### config.mk
export PLATFORM = sky130hd
export DESIGN_NAME = linear_probe_hash_table
export DESIGN_NICKNAME = d
export VERILOG_FILES = /design/src/hdl/lpht_pkg.sv /design/src/hdl/linear_probe_hash_table.sv /design/src/hdl/lpht_mod.sv /design/src/hdl/lpht_ram.sv
export VERILOG_INCLUDE_DIRS = /design/src /design/src/hdl
export SDC_FILE = /design/constraint.sdc
export NUM_CORES = 1
export LEC_CHECK = 0
export BUFFER_PORTS_ARGS = -buffer_cell sky130_fd_sc_hd__clkbuf_2
export CAP_MARGIN = 20
export CORE_MARGIN = 2
export CORE_UTILIZATION = 45
export DETAILED_ROUTE_END_ITERATION = 10
export GPL_TIMING_DRIVEN = 1
export RECOVER_POWER = 25
export SYNTH_ARGS = -nofsm -noshare
export SYNTH_HDL_FRONTEND = slang
export SYNTH_SLANG_ARGS = --single-unit
### constraint.sdc
create_clock -name i_clk -period 4.5 [get_ports i_clk]
set_input_delay 0.9 -clock i_clk [delete_from_list [all_inputs] [get_ports i_clk]]
set_output_delay 0.9 -clock i_clk [all_outputs]
set_load 0.02 [all_outputs]
### src/hdl/linear_probe_hash_table_assert.svh
// Assertion macros shared by the hash table RTL.
// Depends on nothing; the including module supplies i_clk and i_rst_n.
`ifndef LINEAR_PROBE_HASH_TABLE_ASSERT_SVH
`define LINEAR_PROBE_HASH_TABLE_ASSERT_SVH

// The condition implies the consequence in the same cycle.
`define LPHT_ASSERT_SAME(label, ante, cons, msg) \
    label: assert property (@(posedge i_clk) disable iff (!i_rst_n) \
        (ante) |-> (cons)) else $error(msg);

// The condition implies the consequence in the following cycle.
`define LPHT_ASSERT_NEXT(label, ante, cons, msg) \
    label: assert property (@(posedge i_clk) disable iff (!i_rst_n) \
        (ante) |=> (cons)) else $error(msg);

`endif

### src/hdl/lpht_pkg.sv
// Shared types and constants of the linear probing hash table.
// Used by lpht_mod, lpht_ram and linear_probe_hash_table.
package lpht_pkg;

    localparam int KEY_W    = 31;
    localparam int KIND_W   = 2;
    localparam int STATUS_W = 2;
    localparam int SLOT_W   = 4;

    localparam logic [KIND_W-1:0] KIND_INSERT = 2'd0;
    localparam logic [KIND_W-1:0] KIND_DELETE = 2'd1;
    localparam logic [KIND_W-1:0] KIND_SEARCH = 2'd2;

    localparam logic [STATUS_W-1:0] STATUS_OK      = 2'd0;
    localparam logic [STATUS_W-1:0] STATUS_MISSING = 2'd1;
    localparam logic [STATUS_W-1:0] STATUS_FULL    = 2'd2;

    // One table slot as held in memory.
    typedef struct packed {
        logic             valid;
        logic [KEY_W-1:0] key;
    } t_entry;

    typedef enum logic [2:0] {
        ST_CLEAR,
        ST_IDLE,
        ST_HASH,
        ST_PROBE,
        ST_RESP
    } t_state;

endpackage

### src/hdl/linear_probe_hash_table.sv
// Top level of the open-addressing hash table with linear probing.
// Depends on lpht_pkg, lpht_mod, lpht_ram and linear_probe_hash_table_assert.svh.
//
//   Channel   Direction  Handshake           Payload
//   request   in         i_valid / o_stall   i_kind, i_key
//   result    out        o_valid / i_stall   o_status, o_slot
//
// A request transfers, the remainder unit works through the key four bits per
// cycle, the home slot is picked up and then the table is probed from it;
// the slot memory gives one entry per cycle with registered read data. The
// result is then loaded into the output register, and the next request is
// taken after that. An unused kind skips straight to the result. After
// reset a clearing pass marks every slot empty, and o_stall stays high
// during it. A stalled result waits in the output register while the next
// request is already being worked on.
module linear_probe_hash_table #(
    parameter int TABLE_SIZE = 16
) (
    input  logic                           i_clk,
    input  logic                           i_rst_n,
    input  logic                           i_valid,
    output logic                           o_stall,
    input  logic [lpht_pkg::KIND_W-1:0]    i_kind,
    input  logic [lpht_pkg::KEY_W-1:0]     i_key,
    output logic                           o_valid,
    input  logic                           i_stall,
    output logic [lpht_pkg::STATUS_W-1:0]  o_status,
    output logic [lpht_pkg::SLOT_W-1:0]    o_slot
);
    import lpht_pkg::*;

    localparam int SW = $clog2(TABLE_SIZE);
    localparam logic [SW-1:0] LAST_SLOT = SW'(TABLE_SIZE - 1);

    // Control state.
    t_state r_state;
    t_state n_state;

    // The request being served.
    logic [KIND_W-1:0] r_kind;
    logic [KEY_W-1:0]  r_key;

    // Probe pointers: r_addr is the slot being read, r_chk_addr the slot whose
    // data is on the memory output this cycle, and r_chk_n counts slots checked.
    logic [SW-1:0] r_addr;
    logic [SW-1:0] n_addr;
    logic [SW-1:0] r_chk_addr;
    logic          r_chk_vld;
    logic          n_chk_vld;
    logic [SW-1:0] r_chk_n;
    logic [SW-1:0] n_chk_n;

    // Result held until the output register is free.
    logic [STATUS_W-1:0] r_status;
    logic [STATUS_W-1:0] n_status;
    logic [SW-1:0]       r_slot;
    logic [SW-1:0]       n_slot;

    // Output register.
    logic                r_o_valid;
    logic [STATUS_W-1:0] r_o_status;
    logic [SLOT_W-1:0]   r_o_slot;
    logic [SW+3:0]       w_slot_ext;

    logic   w_in_xfer;
    logic   w_out_xfer;
    logic   w_out_load;
    logic   w_kind_ok;
    logic   w_mod_start;
    logic   w_mod_done;
    logic   [SW-1:0] w_home;
    logic   w_we;
    logic   [SW-1:0] w_waddr;
    t_entry w_wdata;
    t_entry w_rdata;
    logic   w_hit;
    logic   w_last;

    // Requests are taken only in the idle state.
    assign o_stall    = (r_state != ST_IDLE);
    assign w_in_xfer  = i_valid && !o_stall;
    assign w_out_xfer = r_o_valid && !i_stall;
    assign w_kind_ok  = (i_kind == KIND_INSERT) || (i_kind == KIND_DELETE)
                     || (i_kind == KIND_SEARCH);

    // Insert stops at the first empty slot, delete and search at the first
    // occupied slot that holds the key.
    assign w_hit = (r_kind == KIND_INSERT) ? !w_rdata.valid
                 : (w_rdata.valid && (w_rdata.key == r_key));
    assign w_last = (r_chk_n == LAST_SLOT);
    assign w_out_load = (r_state == ST_RESP) && (!r_o_valid || !i_stall);

    lpht_mod #(
        .TABLE_SIZE(TABLE_SIZE)
    ) u_mod (
        .i_clk   (i_clk),
        .i_rst_n (i_rst_n),
        .i_start (w_mod_start),
        .i_key   (i_key),
        .o_done  (w_mod_done),
        .o_rem   (w_home)
    );

    lpht_ram #(
        .DEPTH(TABLE_SIZE)
    ) u_ram (
        .i_clk   (i_clk),
        .i_we    (w_we),
        .i_waddr (w_waddr),
        .i_wdata (w_wdata),
        .i_raddr (r_addr),
        .o_rdata (w_rdata)
    );

    // Next state.
    always_comb begin
        n_state = r_state;
        case (r_state)
            ST_CLEAR: begin
                if (r_addr == LAST_SLOT) begin
                    n_state = ST_IDLE;
                end
            end
            ST_IDLE: begin
                if (w_in_xfer) begin
                    n_state = w_kind_ok ? ST_HASH : ST_RESP;
                end
            end
            ST_HASH: begin
                if (w_mod_done) begin
                    n_state = ST_PROBE;
                end
            end
            ST_PROBE: begin
                if (r_chk_vld && (w_hit || w_last)) begin
                    n_state = ST_RESP;
                end
            end
            ST_RESP: begin
                if (w_out_load) begin
                    n_state = ST_IDLE;
                end
            end
            default: begin
                n_state = ST_CLEAR;
            end
        endcase
    end

    // State outputs and datapath next values.
    always_comb begin
        w_mod_start = 1'b0;
        w_we        = 1'b0;
        w_waddr     = r_chk_addr;
        w_wdata     = '{valid: 1'b0, key: r_key};
        n_addr      = r_addr;
        n_chk_vld   = 1'b0;
        n_chk_n     = r_chk_n;
        n_status    = r_status;
        n_slot      = r_slot;
        case (r_state)
            ST_CLEAR: begin
                // Sweep every slot to empty, one per cycle.
                w_we    = 1'b1;
                w_waddr = r_addr;
                w_wdata = '{valid: 1'b0, key: '0};
                n_addr  = (r_addr == LAST_SLOT) ? '0 : r_addr + 1'b1;
            end
            ST_IDLE: begin
                w_mod_start = w_in_xfer && w_kind_ok;
                if (w_in_xfer && !w_kind_ok) begin
                    n_status = STATUS_MISSING;
                    n_slot   = '0;
                end
            end
            ST_HASH: begin
                if (w_mod_done) begin
                    n_addr  = w_home;
                    n_chk_n = '0;
                end
            end
            ST_PROBE: begin
                // Reads run one slot ahead of the check; extra reads are harmless.
                n_addr    = (r_addr == LAST_SLOT) ? '0 : r_addr + 1'b1;
                n_chk_vld = 1'b1;
                if (r_chk_vld) begin
                    if (w_hit) begin
                        w_we     = (r_kind != KIND_SEARCH);
                        w_wdata  = '{valid: (r_kind == KIND_INSERT), key: r_key};
                        n_status = STATUS_OK;
                        n_slot   = r_chk_addr;
                    end else if (w_last) begin
                        n_status = (r_kind == KIND_INSERT) ? STATUS_FULL : STATUS_MISSING;
                        n_slot   = '0;
                    end else begin
                        n_chk_n = r_chk_n + 1'b1;
                    end
                end
            end
            ST_RESP: begin
                n_addr = r_addr;
            end
            default: begin
                n_addr = '0;
            end
        endcase
    end

    always_ff @(posedge i_clk) begin
        if (!i_rst_n) begin
            r_state   <= ST_CLEAR;
            r_addr    <= '0;
            r_chk_vld <= 1'b0;
            r_o_valid <= 1'b0;
        end else begin
            r_state   <= n_state;
            r_addr    <= n_addr;
            r_chk_vld <= n_chk_vld;
            if (w_out_load) begin
                r_o_valid <= 1'b1;
            end else if (w_out_xfer) begin
                r_o_valid <= 1'b0;
            end
        end
    end

    assign w_slot_ext = {4'b0000, r_slot};

    // Payload registers need no reset.
    always_ff @(posedge i_clk) begin
        if (w_in_xfer) begin
            r_kind <= i_kind;
            r_key  <= i_key;
        end
        r_chk_addr <= r_addr;
        r_chk_n    <= n_chk_n;
        r_status   <= n_status;
        r_slot     <= n_slot;
        if (w_out_load) begin
            r_o_status <= r_status;
            r_o_slot   <= w_slot_ext[3:0];
        end
    end

    assign o_valid  = r_o_valid;
    assign o_status = r_o_status;
    assign o_slot   = r_o_slot;

`include "linear_probe_hash_table_assert.svh"

    `LPHT_ASSERT_SAME(a_no_write_idle, r_state == ST_IDLE, !w_we, "slot write while idle")
    `LPHT_ASSERT_SAME(a_fail_slot_zero,
        o_valid && (o_status != STATUS_OK),
        o_slot == 4'd0, "nonzero slot on failure")
    `LPHT_ASSERT_NEXT(a_accept_starts, w_in_xfer,
        r_state == ST_HASH || r_state == ST_RESP,
        "accepted request not started")
    `LPHT_ASSERT_SAME(a_mod_done_hash, w_mod_done, r_state == ST_HASH,
        "home slot outside hash phase")

endmodule

### src/hdl/lpht_mod.sv
// Multi-cycle remainder unit: key modulo TABLE_SIZE, four key bits per cycle.
// Depends on lpht_pkg.
module lpht_mod #(
    parameter int TABLE_SIZE = 16
) (
    input  logic                          i_clk,
    input  logic                          i_rst_n,
    input  logic                          i_start,
    input  logic [lpht_pkg::KEY_W-1:0]    i_key,
    output logic                          o_done,
    output logic [$clog2(TABLE_SIZE)-1:0] o_rem
);
    import lpht_pkg::*;

    localparam int RW   = $clog2(TABLE_SIZE);
    localparam int STEP = 4;
    localparam int NDIG = (KEY_W + STEP - 1) / STEP;
    localparam int PAD  = NDIG * STEP;
    localparam int CW   = (NDIG > 1) ? $clog2(NDIG) : 1;
    localparam logic [RW:0]   TS_W   = (RW+1)'(TABLE_SIZE);
    localparam logic [CW-1:0] LAST_D = CW'(NDIG - 1);

    logic [PAD-1:0] r_sh;
    logic [RW-1:0]  r_rem;
    logic [RW-1:0]  n_rem;
    logic [CW-1:0]  r_cnt;
    logic           r_busy;
    logic           r_done;

    // Restoring remainder: shift in one bit, subtract the modulus once if reached.
    always_comb begin
        logic [RW:0] t;
        n_rem = r_rem;
        for (int j = 0; j < STEP; j++) begin
            t = {n_rem, r_sh[PAD-1-j]};
            if (t >= TS_W) begin
                t = t - TS_W;
            end
            n_rem = t[RW-1:0];
        end
    end

    always_ff @(posedge i_clk) begin
        if (!i_rst_n) begin
            r_busy <= 1'b0;
            r_done <= 1'b0;
            r_cnt  <= '0;
        end else begin
            r_done <= 1'b0;
            if (i_start) begin
                r_busy <= 1'b1;
                r_cnt  <= '0;
            end else if (r_busy) begin
                r_cnt <= r_cnt + 1'b1;
                if (r_cnt == LAST_D) begin
                    r_busy <= 1'b0;
                    r_done <= 1'b1;
                end
            end
        end
    end

    always_ff @(posedge i_clk) begin
        if (i_start) begin
            r_sh  <= {{(PAD-KEY_W){1'b0}}, i_key};
            r_rem <= '0;
        end else if (r_busy) begin
            r_sh  <= r_sh << STEP;
            r_rem <= n_rem;
        end
    end

    assign o_done = r_done;
    assign o_rem  = r_rem;

endmodule

### src/hdl/lpht_ram.sv
// Slot memory: one write port, one read port with registered read data.
// Depends on lpht_pkg for the entry type.
module lpht_ram #(
    parameter int DEPTH = 16
) (
    input  logic                     i_clk,
    input  logic                     i_we,
    input  logic [$clog2(DEPTH)-1:0] i_waddr,
    input  lpht_pkg::t_entry         i_wdata,
    input  logic [$clog2(DEPTH)-1:0] i_raddr,
    output lpht_pkg::t_entry         o_rdata
);
    import lpht_pkg::*;

    t_entry r_mem [DEPTH];
    t_entry r_rdata;

    always_ff @(posedge i_clk) begin
        if (i_we) begin
            r_mem[i_waddr] <= i_wdata;
        end
    end

    always_ff @(posedge i_clk) begin
        r_rdata <= r_mem[i_raddr];
    end

    assign o_rdata = r_rdata;

endmodule

Word level (Yosys, flattened, before mapping)
Memory sizes are Yosys's and may differ from the RTL's. A register that Yosys moved wholly into a read port is not among the register bits.
Cells that the tools add are included.
{ "classes": {"multipliers": 0, "add_sub_neg": 7, "bitwise_logic": 3, "n_div": 0, "n_mux": 50, "magnitude_cmp": 4, "shifts": 0, "eq_ne": 22, "n_reduce_logical": 31} }
{ "ops": {"columns": ["operator", "n"], "rows": [
  ["32-bit two-way mux", 2],
  ["32-bit one-hot mux with 2 select lines", 1],
  ["31-bit two-way mux", 2],
  ["4-bit two-way mux", 15],
  ["31-bit == test", 1],
  ["5-bit >= comparator, second input constant", 4],
  ["3-bit two-way mux", 6],
  ["2-bit != test, second input constant", 9],
  ["4-bit one-hot mux with 2 select lines", 2],
  ["4-bit by 1-bit subtractor with 4-bit output, second input constant", 4],
  ["3-bit one-hot mux with 5 select lines", 1],
  ["1-bit two-way mux", 13],
  ["4-bit one-hot mux with 3 select lines", 1],
  ["2-bit two-way mux", 5],
  ["5-bit AND reduction", 2],
  ["4-bit by 1-bit adder with 4-bit output, second input constant", 2],
  ["4-bit == test, second input constant", 2],
  ["2-bit nonzero test", 4],
  ["1-bit logical AND", 7],
  ["3-bit by 2-bit == test with 1-bit output, second input constant", 2],
  ["3-bit == test, second input constant", 2],
  ["2-bit OR reduction", 3],
  ["1-bit logical NOT", 5],
  ["2-bit logical NOT", 2],
  ["15 further kinds", 20]
]} }
{ "totals": {"ff_bits": 103, "out_inout_bits": 8, "romBits": 0, "word_cells": 136, "ramBits": 512, "in_bits": 37, "mem_count": 1, "latch_bits": 0} }
{ "mem_list": {"columns": ["memory", "depth", "word_bits", "rd", "rd_clocked_by_memory_dff", "write_ports", "line_no", "text"], "rows": [
  ["u_ram.r_mem", 16, 32, 1, 1, 1, "lpht_ram.sv:15", "t_entry r_mem [DEPTH];"]
]} }

Logic depth before layout (Yosys ltp)
Gate-level depths: netlist (run 1).
{ "depth": {"word_depth": 8, "ltp_mapped": 8} }

Cells and area by module
A second synthesis (run 1) with hierarchy kept.
{ "unflattened": {"hier_cells": 1177, "hier_area_um2": 24437.2} }
{ "modules_own_cells": {"columns": ["module", "area_each_um2", "seq_area_each_um2", "cells_per_inst", "instances"], "rows": [
  ["lpht_ram", 19835.3, 16015.4, 838, 1],
  ["linear_probe_hash_table", 2914.0, 1731.7, 238, 1],
  ["lpht_mod", 1687.9, 1131.1, 101, 1]
]} }

Worst setup path before layout (run 1)
OpenSTA, ideal clock, no wires.
{ "synth_path": {"path_kind": "reg-to-reg", "from": "register r_state[2]", "to": "memory u_ram.r_mem[4][0] in the netlist's numbering, enable pin", "period_less_slack_ns": 3.658, "t_required_ns": 4.068, "path_stages_with_launch": 8, "setup_ns": 0.432, "arrival_ns": 3.226, "setup_slack_ns": 0.842, "cell_sequence": "dfxtp_1 > clkbuf_1 > nand2b_1 > nor2_1 > and3_1 > clkbuf_1 > a22oi_1 > a21oi_1"} }
{ "synth_via": {"elab_chain_len": 4, "elab_cells_between_ends": 6, "cone_classes": "eq/ne: 1; mux: 4; reduce/logical: 1"} }
{ "synth_rtl": {"columns": ["element", "line_no", "text"], "rows": [
  ["from (decl)", "linear_probe_hash_table.sv:36", "t_state r_state;"],
  ["from (signal assigned)", "linear_probe_hash_table.sv:216", "r_state <= n_state;"],
  ["3-bit by 2-bit == test with 1-bit output or 3-bit logical NOT (tied branches)", "linear_probe_hash_table.sv:161", "case (r_state)"],
  ["1-bit one-hot mux with 2 select lines", "linear_probe_hash_table.sv:161", null],
  ["1-bit two-way mux", "lpht_ram.sv:19", "if (i_we) begin"],
  ["1-bit two-way mux (implied by the code)", "lpht_ram.sv:20", "r_mem[i_waddr] <= i_wdata;"],
  ["to (decl)", "lpht_ram.sv:15", null]
]} }
Several ways; a longest one is shown, not always the timed one.

Worst setup path after layout (run 1)
{ "layout_path": {"from": "register r_key[26]", "to": "memory u_ram.r_mem[10][28] in the netlist's numbering, enable pin"} }
{ "layout_via": {"elab_chain_len": 8} }
{ "layout_rtl": {"columns": ["element", "line_no", "text"], "rows": [
  ["from (decl)", "linear_probe_hash_table.sv:41", "logic [KEY_W-1:0] r_key;"],
  ["from (signal assigned)", "linear_probe_hash_table.sv:233", "r_key <= i_key;"],
  ["31-bit == test", "linear_probe_hash_table.sv:89", ": (w_rdata.valid && (w_rdata.key == r_key));"],
  ["1-bit logical AND", "linear_probe_hash_table.sv:89", null],
  ["1-bit two-way mux", "linear_probe_hash_table.sv:88", "assign w_hit = (r_kind == KIND_INSERT) ? !w_rdata.valid"],
  ["1-bit two-way mux", "linear_probe_hash_table.sv:187", "if (w_hit) begin"],
  ["1-bit two-way mux", "linear_probe_hash_table.sv:186", "if (r_chk_vld) begin"],
  ["1-bit one-hot mux with 2 select lines", "linear_probe_hash_table.sv:161", null],
  ["1-bit two-way mux", "lpht_ram.sv:19", null],
  ["1-bit two-way mux (implied by the code)", "lpht_ram.sv:20", null]
]} }
No other way between the ends.

==> impl_metrics.csv, run 1 <==
group,metric,value,unit
cts,cts_hold_buf,0,
sta,post-route-min-period,3.67,ns
hold_path,hold_class,"flop to flop",
global_routing,grt_max_degree,79,
outcome,status,"finished, violations left",
placed_design,port_buffers,44,
yosys,syn-num-nets,1223,
outcome,violations,"max-capacitance violations, max-slew violations",
routing,wl_per_cell,27.8,um
sta,clock_skew,0.0169,ns
power,power.density,462,mW/mm^2
floorplanning,initial_utilization,0.456,
finish,fin_area,0.0281,mm^2
sta,rsz0062_at_grt,"false",
cts,cts_htree_levels,3,
worst_setup_path,worstPathArrival,3.94,ns
cts,root_buffer,"clkbuf_16",
finish,area_growth,14.0,%
yosys,synth_compound_area_frac,0.0149,
power,power.total,0.0130,W
finish,nets,1310,
worst_setup_path,cp_max_fo,14,
yosys,yosysSeqAreaShare,0.767,
yosys,yosys.cell_types.count,45,
cts,clk_transition_reported_paths,0.06,ns
worst_setup_path,cp-end-kind,"flop",
placed_design,dpl.hpwl,32900,um
worst_setup_path,worstSetupPathType,"flop to flop",
floorplanning,dieArea,0.0566,mm^2
yosys,synth_area,0.0246,mm^2
floorplanning,row_count,85,
cts,clkSinkCount,647,
yosys,netlist_instances,1182,
yosys,yosys.area_share.simple,0.0421,
routing,drt-initial-drc-count,1124,
global_routing,grt_pass1_vias,11900,
placed_design,gp_congestion,0.829,
cts,clockBufferDepth,3,
global_routing,gr-total-overflow,0,
sta,relSlewSlack,-0.429,
routing,ant_nets,0,
global_routing,antenna_found_initial,1,
yosys,ys_ff_latch,647,
yosys,synth_flop_cell,"edfxtp_1",
power,ir_drop,0.282,mV
power,leakage,9.02,nW
cts,cts_setup_buffers,0,
global_routing,grt_pass1_wl,81900,um
finish,nFillCells,4222,
cts,cts_tree,"built",
cts,post_cts_resized,0,
job,drv_cap,4,
sta,fin_crit_sh,0.816,
yosys,synth.area.mux_share,0.149,
yosys,yosysWarnings,0,
global_routing,grt_use_total,0.203,
sta,slew_violations,156,
placed_design,placed_area,0.0259,mm^2
worst_setup_path,startpoint_type,"flop",
routing,route.vias.total,11700,
routing,routed_wl,56100,um
routing,via_per_inst,5.79,
floorplanning,ios,45,
sta,tightest_slew,2.14,ns
sta,fmax,272,MHz
cts,cts_buffers,67,
floorplanning,core,0.0539,mm^2
yosys,synth_fa_ha_area_frac,0.00203,
floorplanning,dieWidth,238,um
yosys,synth_edf_count,592,
floorplanning,dieHeight,238,um
cts,clock_latency,0.59,ns
sta,hold_viol_final,0,
yosys,synth_async_sr_flop_share,0,
sta,setup_violations,0,
sta,fin_tns_setup,0,ns
routing,firstDrtPassIters,5,
yosys,synth_top_family_by_area,"multiplexers",
finish,diodes,0,
yosys,avgSynthCellArea,20.8,um^2
routing,drc,0,
yosys,synth_xor_area_frac,0.0121,
worst_setup_path,cp.required,4.77,ns
finish,drive_above_1_share,0.234,
-- cell families after synthesis --
logic type                 Yosys count
and+or+nand+nor                    211
buffers and inverters               60
adders and majority gates            4
DFF                                647
xor gates and xnor gates            34
muxes                              167
AOI/OAI and AO/OA                   59
-- per-layer routing --
layer,vias to the layer above,GRT usage,part of all wire,wire (um)
met4,0,0.0661,0.024,1370
met3,83,0.0310,0.055,3090
met5,-,0,0,0
met2,375,0.325,0.49,27200
li1,4977,-,-,-
met1,6253,0.289,0.44,24400
-- report_power, final --
| part | total (W) | switching [W] | internal, W | leakage, nW |
|---|---|---|---|---|
| sequential | 0.00674 | 0.0000742 | 0.00667 | 6.04 |
| combinational | 0.000773 | 0.000402 | 0.000371 | 1.90 |
| clock | 0.00545 | 0.00220 | 0.00325 | 1.07 |
| total | 0.0130 | 0.00267 | 0.0103 | 9.02 |
-- worst max-delay path, cell delays in order, from the launching register on --
cell and delay, ns:
edfxtp_1 0.41, xnor2_1 0.24, nand4_1 0.15, nor4_1 0.83, nand4_1 0.58, a21oi_4 0.74
buf_4 0.38
-- placed cells by master (no fill, tap or decap), drive strengths merged, types with 5 or more instances in the layout --
master,instances
and2,35
a31oi,6
xnor2,33
mux2i,7
nor2,27
nand2b,6
a21oi,24
clkinv,12
edfxtp,592
nor3b,5
buf,24
nor3,6
nand4,13
dfxtp,55
clkbuf,155
o21ai,8
nand2,93
inv,6
and3,9
mux4,160
-- synthesized netlist by cell type, drive strengths merged (2+ instances only) --
cell | number | area, um^2
inv | 5 | 18.8
or2 | 3 | 18.8
nor3 | 6 | 30.0
nand4 | 13 | 81.3
dfxtp | 55 | 1100
buf | 22 | 166
a211oi | 4 | 30.0
nand3 | 2 | 10.0
a21boi | 3 | 22.5
and2 | 35 | 219
nand2b | 6 | 37.5
nor3b | 5 | 37.5
a21oi | 24 | 120
edfxtp | 592 | 17800
and3 | 9 | 56.3
clkbuf | 33 | 124
nand2 | 93 | 349
a31oi | 6 | 37.5
nor2b | 4 | 25.0
mux2i | 7 | 70.1
a22oi | 4 | 30.0
o21ai | 8 | 40.0
nor2 | 27 | 101
xnor2 | 33 | 289
nor4 | 4 | 37.5
nand3b | 2 | 18.8
ha | 4 | 50.1
mux4 | 160 | 3600
a32o | 2 | 20.0
-- path summary, 6_finish.rpt --
| path | from | end | slack (ns) | cells past startpoint |
|---|---|---|---|---|
| max | r_key[26] | u_ram.r_mem[10][28] | 0.83 | 6 |
| min | r_slot[1] | o_slot[1] | 0.42 | 0 |
| max reg2reg | r_key[26] | u_ram.r_mem[10][28] | 0.83 | 6 |
| min reg2reg | r_slot[1] | o_slot[1] | 0.42 | 0 |
-- per-stage QoR --
| stage | hold WS [ns] | instances | setup WS [ns] | util |
|---|---|---|---|---|
| after floorplan | 0.350 | 1182 | 0.842 | - |
| after global placement | 0.398 | 1896 | 1.13 | 0.481 |
| after detailed placement | 0.400 | 1896 | 1.01 | 0.481 |
| after CTS | 0.411 | 2018 | 0.976 | 0.522 |
| after global routing | 0.423 | 2018 | 0.588 | 0.520 |
| final | 0.416 | 2018 | 0.828 | 0.520 |
-- state kept, by name, summed over array words and instances (netlist names), 31 cells and up --
signal	cells
u_ram.r_mem	512
u_mod.r_sh	32
u_ram.o_rdata	32
r_key	31
-- layout make-up --
type | count | area (um^2) | area share
inverter | 5 | 18.8 | 0.000669
clock buffer | 106 | 2060 | 0.0734
multi-input combinational | 475 | 5600 | 0.200
clock inverter | 16 | 130 | 0.00464
timing repair buffer | 73 | 495 | 0.0177
tap | 696 | 871 | 0.0310
sequential | 647 | 18900 | 0.673
Power figures use the tool's default switching activity.
==> run 2: changes to the inputs <==
--- a/config.mk
+++ b/config.mk
@@ -6,6 +6,7 @@
 export SDC_FILE = /design/constraint.sdc
 export NUM_CORES = 1
 export LEC_CHECK = 0
+export ABC_AREA = 1
 export BUFFER_PORTS_ARGS = -buffer_cell sky130_fd_sc_hd__clkbuf_2
 export CAP_MARGIN = 20
 export CORE_MARGIN = 2
==> constraint.sdc (replaced) <==
create_clock -name i_clk -period 3.1 [get_ports i_clk]
set_input_delay 0.62 -clock i_clk [delete_from_list [all_inputs] [get_ports i_clk]]
set_output_delay 0.62 -clock i_clk [all_outputs]
set_load 0.02 [all_outputs]
==> run 2 against run 1 <==
  * The run still ends with max-capacitance violations, max-slew violations left
  * First-iteration DRC count grew 8.9%
  * Sequential cell count unchanged
  * Clock skew rose by 0.0037 ns
  * Die area increased by 3.6%
  * Register-to-register slack worse by 0.51 ns
  * Sequential power rose by 100%
  * Final area up 4.0%
  * Critical path depth is the same
  * Global-route usage down 0.22 points
  * Largest cell class unchanged
==> impl_metrics.csv, run 2 <==
group,metric,value,unit
sta,tightest_slew,1.65,ns
placed_design,pre_cts_slack,0.463,ns
yosys,yosys.cell_types.count,38,
floorplanning,dieHeight,242,um
finish,final_cell_mix,"592 x edfxtp_1, 252 x nor2_1, 162 x nand2_1",
yosys,synth_flop_cell,"edfxtp_1",
finish,nFillCells,4678,
sta,relSlewSlack,-0.103,
routing,ant_nets,0,
worst_setup_path,startpoint_type,"flop",
yosys,synth_most_common_cell,"edfxtp_1",
outcome,status,"finished, violations left",
placed_design,placed_area,0.0273,mm^2
yosys,synth_common_cells,"592 x edfxtp_1, 265 x nor2_1, 160 x nand2_1",
global_routing,grt_pass1_wl,89800,um
cts,cts_setup_buffers,0,
floorplanning,ios,45,
sta,rsz0062_at_grt,"false",
finish,final_common_cell,"edfxtp_1",
hold_path,hp-start,"i_key[19]",
sta,hold_viol_final,0,
placed_design,dp_cells,2603,
worst_setup_path,worstPathArrival,3.03,ns
worst_setup_path,cp.required,3.34,ns
finish,fin_area,0.0292,mm^2
finish,nets,1957,
yosys,avgSynthCellArea,14.1,um^2
cts,post_cts_resized,0,
cts,cts_htree_levels,3,
global_routing,grt_use_total,0.201,
worst_setup_path,rr_worst_depth,6,
yosys,ys_ff_latch,647,
worst_setup_path,cp_max_fo,31,
sta,setup_ws,0.314,ns
routing,wl_per_cell,21.4,um
sta,fin_tns_setup,0,ns
worst_setup_path,r2r_setup_slack,0.31,ns
sta,fin_crit_sh,0.899,
placed_design,gp_congestion,0.815,
hold_path,hold_end,"r_key[19]",
global_routing,grt_max_degree,104,
worst_setup_path,r2r-start,"r_state[0]",
routing,drc,0,
floorplanning,dieWidth,242,um
sta,fmax,359,MHz
yosys,synth_edf_count,592,
cts,clk_transition_reported_paths,0.06,ns
floorplanning,core,0.0563,mm^2
hold_path,hold_class,"input port to flop",
cts,cts_buffers,67,
sta,post-route-min-period,2.79,ns
sta,slew_violations,32,
cts,clock_latency,0.60,ns
hold_path,hold_depth,1,
yosys,yosys.area.top_type,"edfxtp_1",
global_routing,gr-total-overflow,0,
worst_setup_path,r2r-end,"u_ram.r_mem[4][27]",
global_routing,antenna_found_initial,0,
yosys,yosysWarnings,0,
yosys,yosysSeqAreaShare,0.740,
finish,drive_above_1_share,0.134,
finish,stdcell_count,2722,
routing,route.vias.total,14700,
routing,routed_wl,58200,um
power,leakage,10.2,nW
cts,root_buffer,"clkbuf_16",
worst_setup_path,cp-end-kind,"flop",
placed_design,dpl.hpwl,35900,um
finish,area_growth,14.3,%
job,drv_cap,1,
cts,cts_tree,"built",
power,power.density,1030,mW/mm^2
yosys,yosys-top-cells-area,"edfxtp_1 70%, dfxtp_1 4.3%, mux2i_1 4.0%",
yosys,netlist_instances,1815,
cts,clkSinkCount,647,
routing,firstDrtPassIters,7,
floorplanning,initial_utilization,0.454,
placed_design,port_buffers,44,
power,ir_drop,0.586,mV
cts,clockBufferDepth,3,
cts,cts_hold_buf,0,
finish,largest-register,"u_ram.r_mem",
sta,clock_skew,0.0205,ns
floorplanning,dieArea,0.0586,mm^2
outcome,violations,"max-capacitance violations, max-slew violations",
global_routing,grt_pass1_vias,14600,
worst_setup_path,cp-startpoint,"r_state[0]",
yosys,synth_async_sr_flop_share,0,
yosys,synth_area,0.0255,mm^2
routing,drt-initial-drc-count,1224,
finish,largest_reg_flops,512,
routing,via_per_inst,5.42,
yosys,syn-num-nets,1856,
floorplanning,row_count,87,
worst_setup_path,worstSetupPathType,"flop to flop",
sta,setup_violations,0,
yosys,yosysTopAreaCellShare,0.696,
run 2: layout make-up:
class	count	area [um^2]	share of cell area
Multi-Input combinational cell	953	5830	0.200
Clock inverter	32	229	0.00785
Clock buffer	86	1800	0.0617
Tap cell	756	946	0.0324
Antenna cell	1	2.50	0.0000857
Inverter	111	419	0.0144
Timing Repair Buffer	136	1080	0.0369
Sequential cell	647	18900	0.647
run 2: cells by family after synthesis:
logic type / after synthesis / share of synthesized area
XOR/XNOR: 11 / 0.00377
AO/OA/AOI/OAI: 314 / 0.0839
multiplexers: 130 / 0.0563
AND/OR/NAND/NOR: 494 / 0.0786
adder cells (fa/ha/maj): 4 / 0.00196
flip-flops: 647 / 0.740
buffers and inverters: 215 / 0.0358
run 2: where the power goes:
group | total (W) | switching [W] | internal [W] | leakage, nW
Combinational | 0.00889 | 0.00623 | 0.00266 | 3.23
Sequential | 0.0137 | 0.000696 | 0.0130 | 5.93
Clock | 0.00752 | 0.00317 | 0.00435 | 1.00
run 2: layer usage:
| layer | global-route usage | vias up | share of wire |
|---|---|---|---|
| met2 | 0.334 | 347 | 0.50 |
| met5 | 0 | - | 0 |
| met4 | 0.0719 | 0 | 0.031 |
| li1 | - | 6908 | - |
| met1 | 0.266 | 7393 | 0.43 |
| met3 | 0.0349 | 97 | 0.041 |
run 2: how the worst max path moves through the flow:
stage | end | slack (ns) | depth (start not counted)
6_report | u_ram.r_mem[4][27] | 0.31 | 6
5_1_grt | u_ram.r_mem[4][29] | 0.12 | 6
4_1_cts | u_ram.r_mem[15][4] | 0.44 | 12
3_5_place_dp | u_ram.r_mem[15][0] | 0.46 | 12
3_3_place_gp | u_ram.r_mem[14][0] | 0.52 | 12
2_1_floorplan | u_ram.r_mem[0][0] | -0.03 | 11
run 2: worst max-delay path, stage by stage (launching register included):
cell and delay, ns:
dfxtp_1 0.32, nor2_1 0.14, inv_1 0.07, nor2_1 0.23
clkbuf_1 1.23, nor2_1 0.07, clkbuf_2 0.35
run 2: stage by stage:
step,hold WS [ns],power [W],utilization
after floorplan,0.326,0.0189,-
after global placement,0.410,0.0228,0.485
after detailed placement,0.415,0.0229,0.485
after CTS,0.194,0.0304,0.521
after global routing,0.220,0.0316,0.519
final,0.232,0.0301,0.519
==> run 3: changes to the inputs <==
--- a/config.mk
+++ b/config.mk
@@ -13,6 +13,7 @@
 export CORE_UTILIZATION = 45
 export DETAILED_ROUTE_END_ITERATION = 10
 export GPL_TIMING_DRIVEN = 1
+export PLACE_DENSITY = 0.66
 export RECOVER_POWER = 25
 export SYNTH_ARGS = -nofsm -noshare
 export SYNTH_HDL_FRONTEND = slang
==> run 3 against run 2 <==
  * The flow now finishes without violations
  * Worst setup slack got worse by 0.0049 ns
  * Via count rose by 1.4%
  * Sequential cell count unchanged
  * First-iteration DRC count grew 15%
  * Wire length is 0.25% lower
  * Clock power decreased by 3.3%
  * Final area is 0.97% lower
  * Hold slack got worse by 0.038 ns
  * Clock skew up 0.0070 ns
  * Critical path depth rose by 6
  * Die area did not move
  * Register-to-register slack hardly changed
==> impl_metrics.csv, run 3 (synthesis gave the netlist of run 2 again) <==
group,metric,value,unit
outcome,status,"finished clean",
worst_setup_path,cp_max_fo,24,
hold_path,hold_class,"input port to flop",
placed_design,dpl.hpwl,33500,um
finish,nFillCells,4658,
global_routing,grt_pass1_wl,89200,um
sta,clock_skew,0.0275,ns
global_routing,grt_pass1_vias,14900,
placed_design,pre_cts_slack,0.378,ns
sta,fmax,358,MHz
routing,route.vias.total,14900,
cts,cts_tree,"built",
finish,nets,1937,
sta,relSlewSlack,0.197,
worst_setup_path,cp.required,3.38,ns
sta,hold_viol_final,0,
placed_design,port_buffers,44,
floorplanning,core,0.0563,mm^2
finish,largest_reg_flops,512,
routing,routed_wl,58000,um
power,p_int,0.0195,W
cts,clock_latency,0.64,ns
sta,timing.hold.ws,0.195,ns
finish,area_growth,13.2,%
sta,fin_crit_sh,0.900,
placed_design,gp_congestion,0.811,
cts,cts_setup_buffers,0,
cts,cts_buffers,61,
floorplanning,ios,45,
global_routing,gr-total-overflow,0,
routing,wl_per_cell,21.5,um
power,seq_power_share,0.469,
power,swShare,0.335,
floorplanning,dieHeight,242,um
sta,post-route-min-period,2.79,ns
cts,clk_transition_reported_paths,0.06,ns
floorplanning,row_count,87,
global_routing,grt_use_total,0.197,
power,clkPwrFrac,0.248,
cts,cts_hold_buf,0,
sta,setup_ws,0.309,ns
cts,clockBufferDepth,3,
finish,final_common_cell,"edfxtp_1",
routing,firstDrtPassIters,5,
sta,rsz0062_at_grt,"false",
global_routing,antenna_found_initial,0,
cts,post_cts_resized,0,
power,power.density,1020,mW/mm^2
cts,cts_htree_levels,2,
power,leakage,9.97,nW
routing,drc,0,
cts,clkSinkCount,647,
floorplanning,initial_utilization,0.454,
power,p_comb_frac,0.284,
worst_setup_path,cp-end-kind,"flop",
power,ir_drop,0.660,mV
sta,setup_violations,0,
finish,largest-register,"u_ram.r_mem",
routing,via_per_inst,5.53,
worst_setup_path,startpoint_type,"flop",
routing,ant_nets,0,
worst_setup_path,worstSetupPathType,"flop to flop",
finish,drive_above_1_share,0.118,
finish,final_cell_mix,"592 x edfxtp_1, 253 x nor2_1, 160 x nand2_1",
global_routing,grt_max_degree,169,
routing,drt-initial-drc-count,1404,
power,power_switching,0.00982,W
floorplanning,dieArea,0.0586,mm^2
finish,diodes,0,
worst_setup_path,worstPathArrival,3.07,ns
sta,slew_violations,0,
floorplanning,dieWidth,242,um
sta,tightest_slew,1.21,ns
cts,root_buffer,"clkbuf_16",
job,drv_cap,0,
==> run 3: changes by cell type in the layout (fill, tap and decap cells not counted), moves of 5 or more <==
cell,change
clkbuf_1,+17
buf_4,-14
clkbuf_2,-14
clkbuf_16,-7
buf_12,-5
clkbuf_8,+5
==> run 3: path summary, 6_finish.rpt <==
path                   from  slack [ns]  cells past startpoint                  end
setup reg to reg   r_key[6]        0.31                     12  u_ram.r_mem[14][24]
hold reg to reg   r_slot[1]        0.42                      0            o_slot[1]
setup / recovery   r_key[6]        0.31                     12  u_ram.r_mem[14][24]
hold / removal     i_key[1]        0.19                      1             r_key[1]
==> run 3: through the flow <==
stage               TNS (ns)  total power [W]   util  std cells  area (um^2)
floorplan             -14.84           0.0189      -       1815        25500
global placement           0           0.0222  0.482       2589        27100
detailed placement         0           0.0224  0.482       2589        27100
CTS                        0           0.0296  0.516       2703        29100
global route               0           0.0308  0.514       2703        28900
finish                     0           0.0294  0.514       2703        28900
==> run 3: power by group through the flow <==
stage          clock network (W)  logic, W  registers, W
2_1_floorplan                  0   0.00526        0.0137
6_report                 0.00727   0.00833        0.0138
3_3_place_gp                   0   0.00831        0.0138
3_5_place_dp                   0   0.00844        0.0139
5_1_grt                  0.00772   0.00912        0.0140
4_1_cts                  0.00738   0.00849        0.0137
==> run 3: area by class of cell <==
cell class | instances | area (um^2) | area share
clock buffer | 82 | 1690 | 0.0584
tap | 756 | 946 | 0.0327
inverter | 111 | 419 | 0.0145
timing repair buffer | 122 | 872 | 0.0302
sequential | 647 | 18900 | 0.654
multi-input combinational | 953 | 5830 | 0.202
clock inverter | 32 | 259 | 0.00896
==> run 3: critical path, cell delays in order (launching register included) <==
cell	delay [ns]
edfxtp_1	0.40
xnor2_1	0.18
nand2_1	0.07
nor2_1	0.15
nand2_1	0.11
nor2_1	0.11
nand2_1	0.13
nand2_2	0.14
nand3_4	0.11
o21ai_4	0.29
nand2_2	0.21
nor2_4	0.14
buf_4	0.37
==> run 3: routing by layer <==
layer	GRT usage	wire length, um	vias to the layer above
li1	-	-	6875
met1	0.267	24600	7469
met2	0.329	28100	508
met3	0.0269	3540	97
met4	0.0684	1770	0
met5	0	0	-
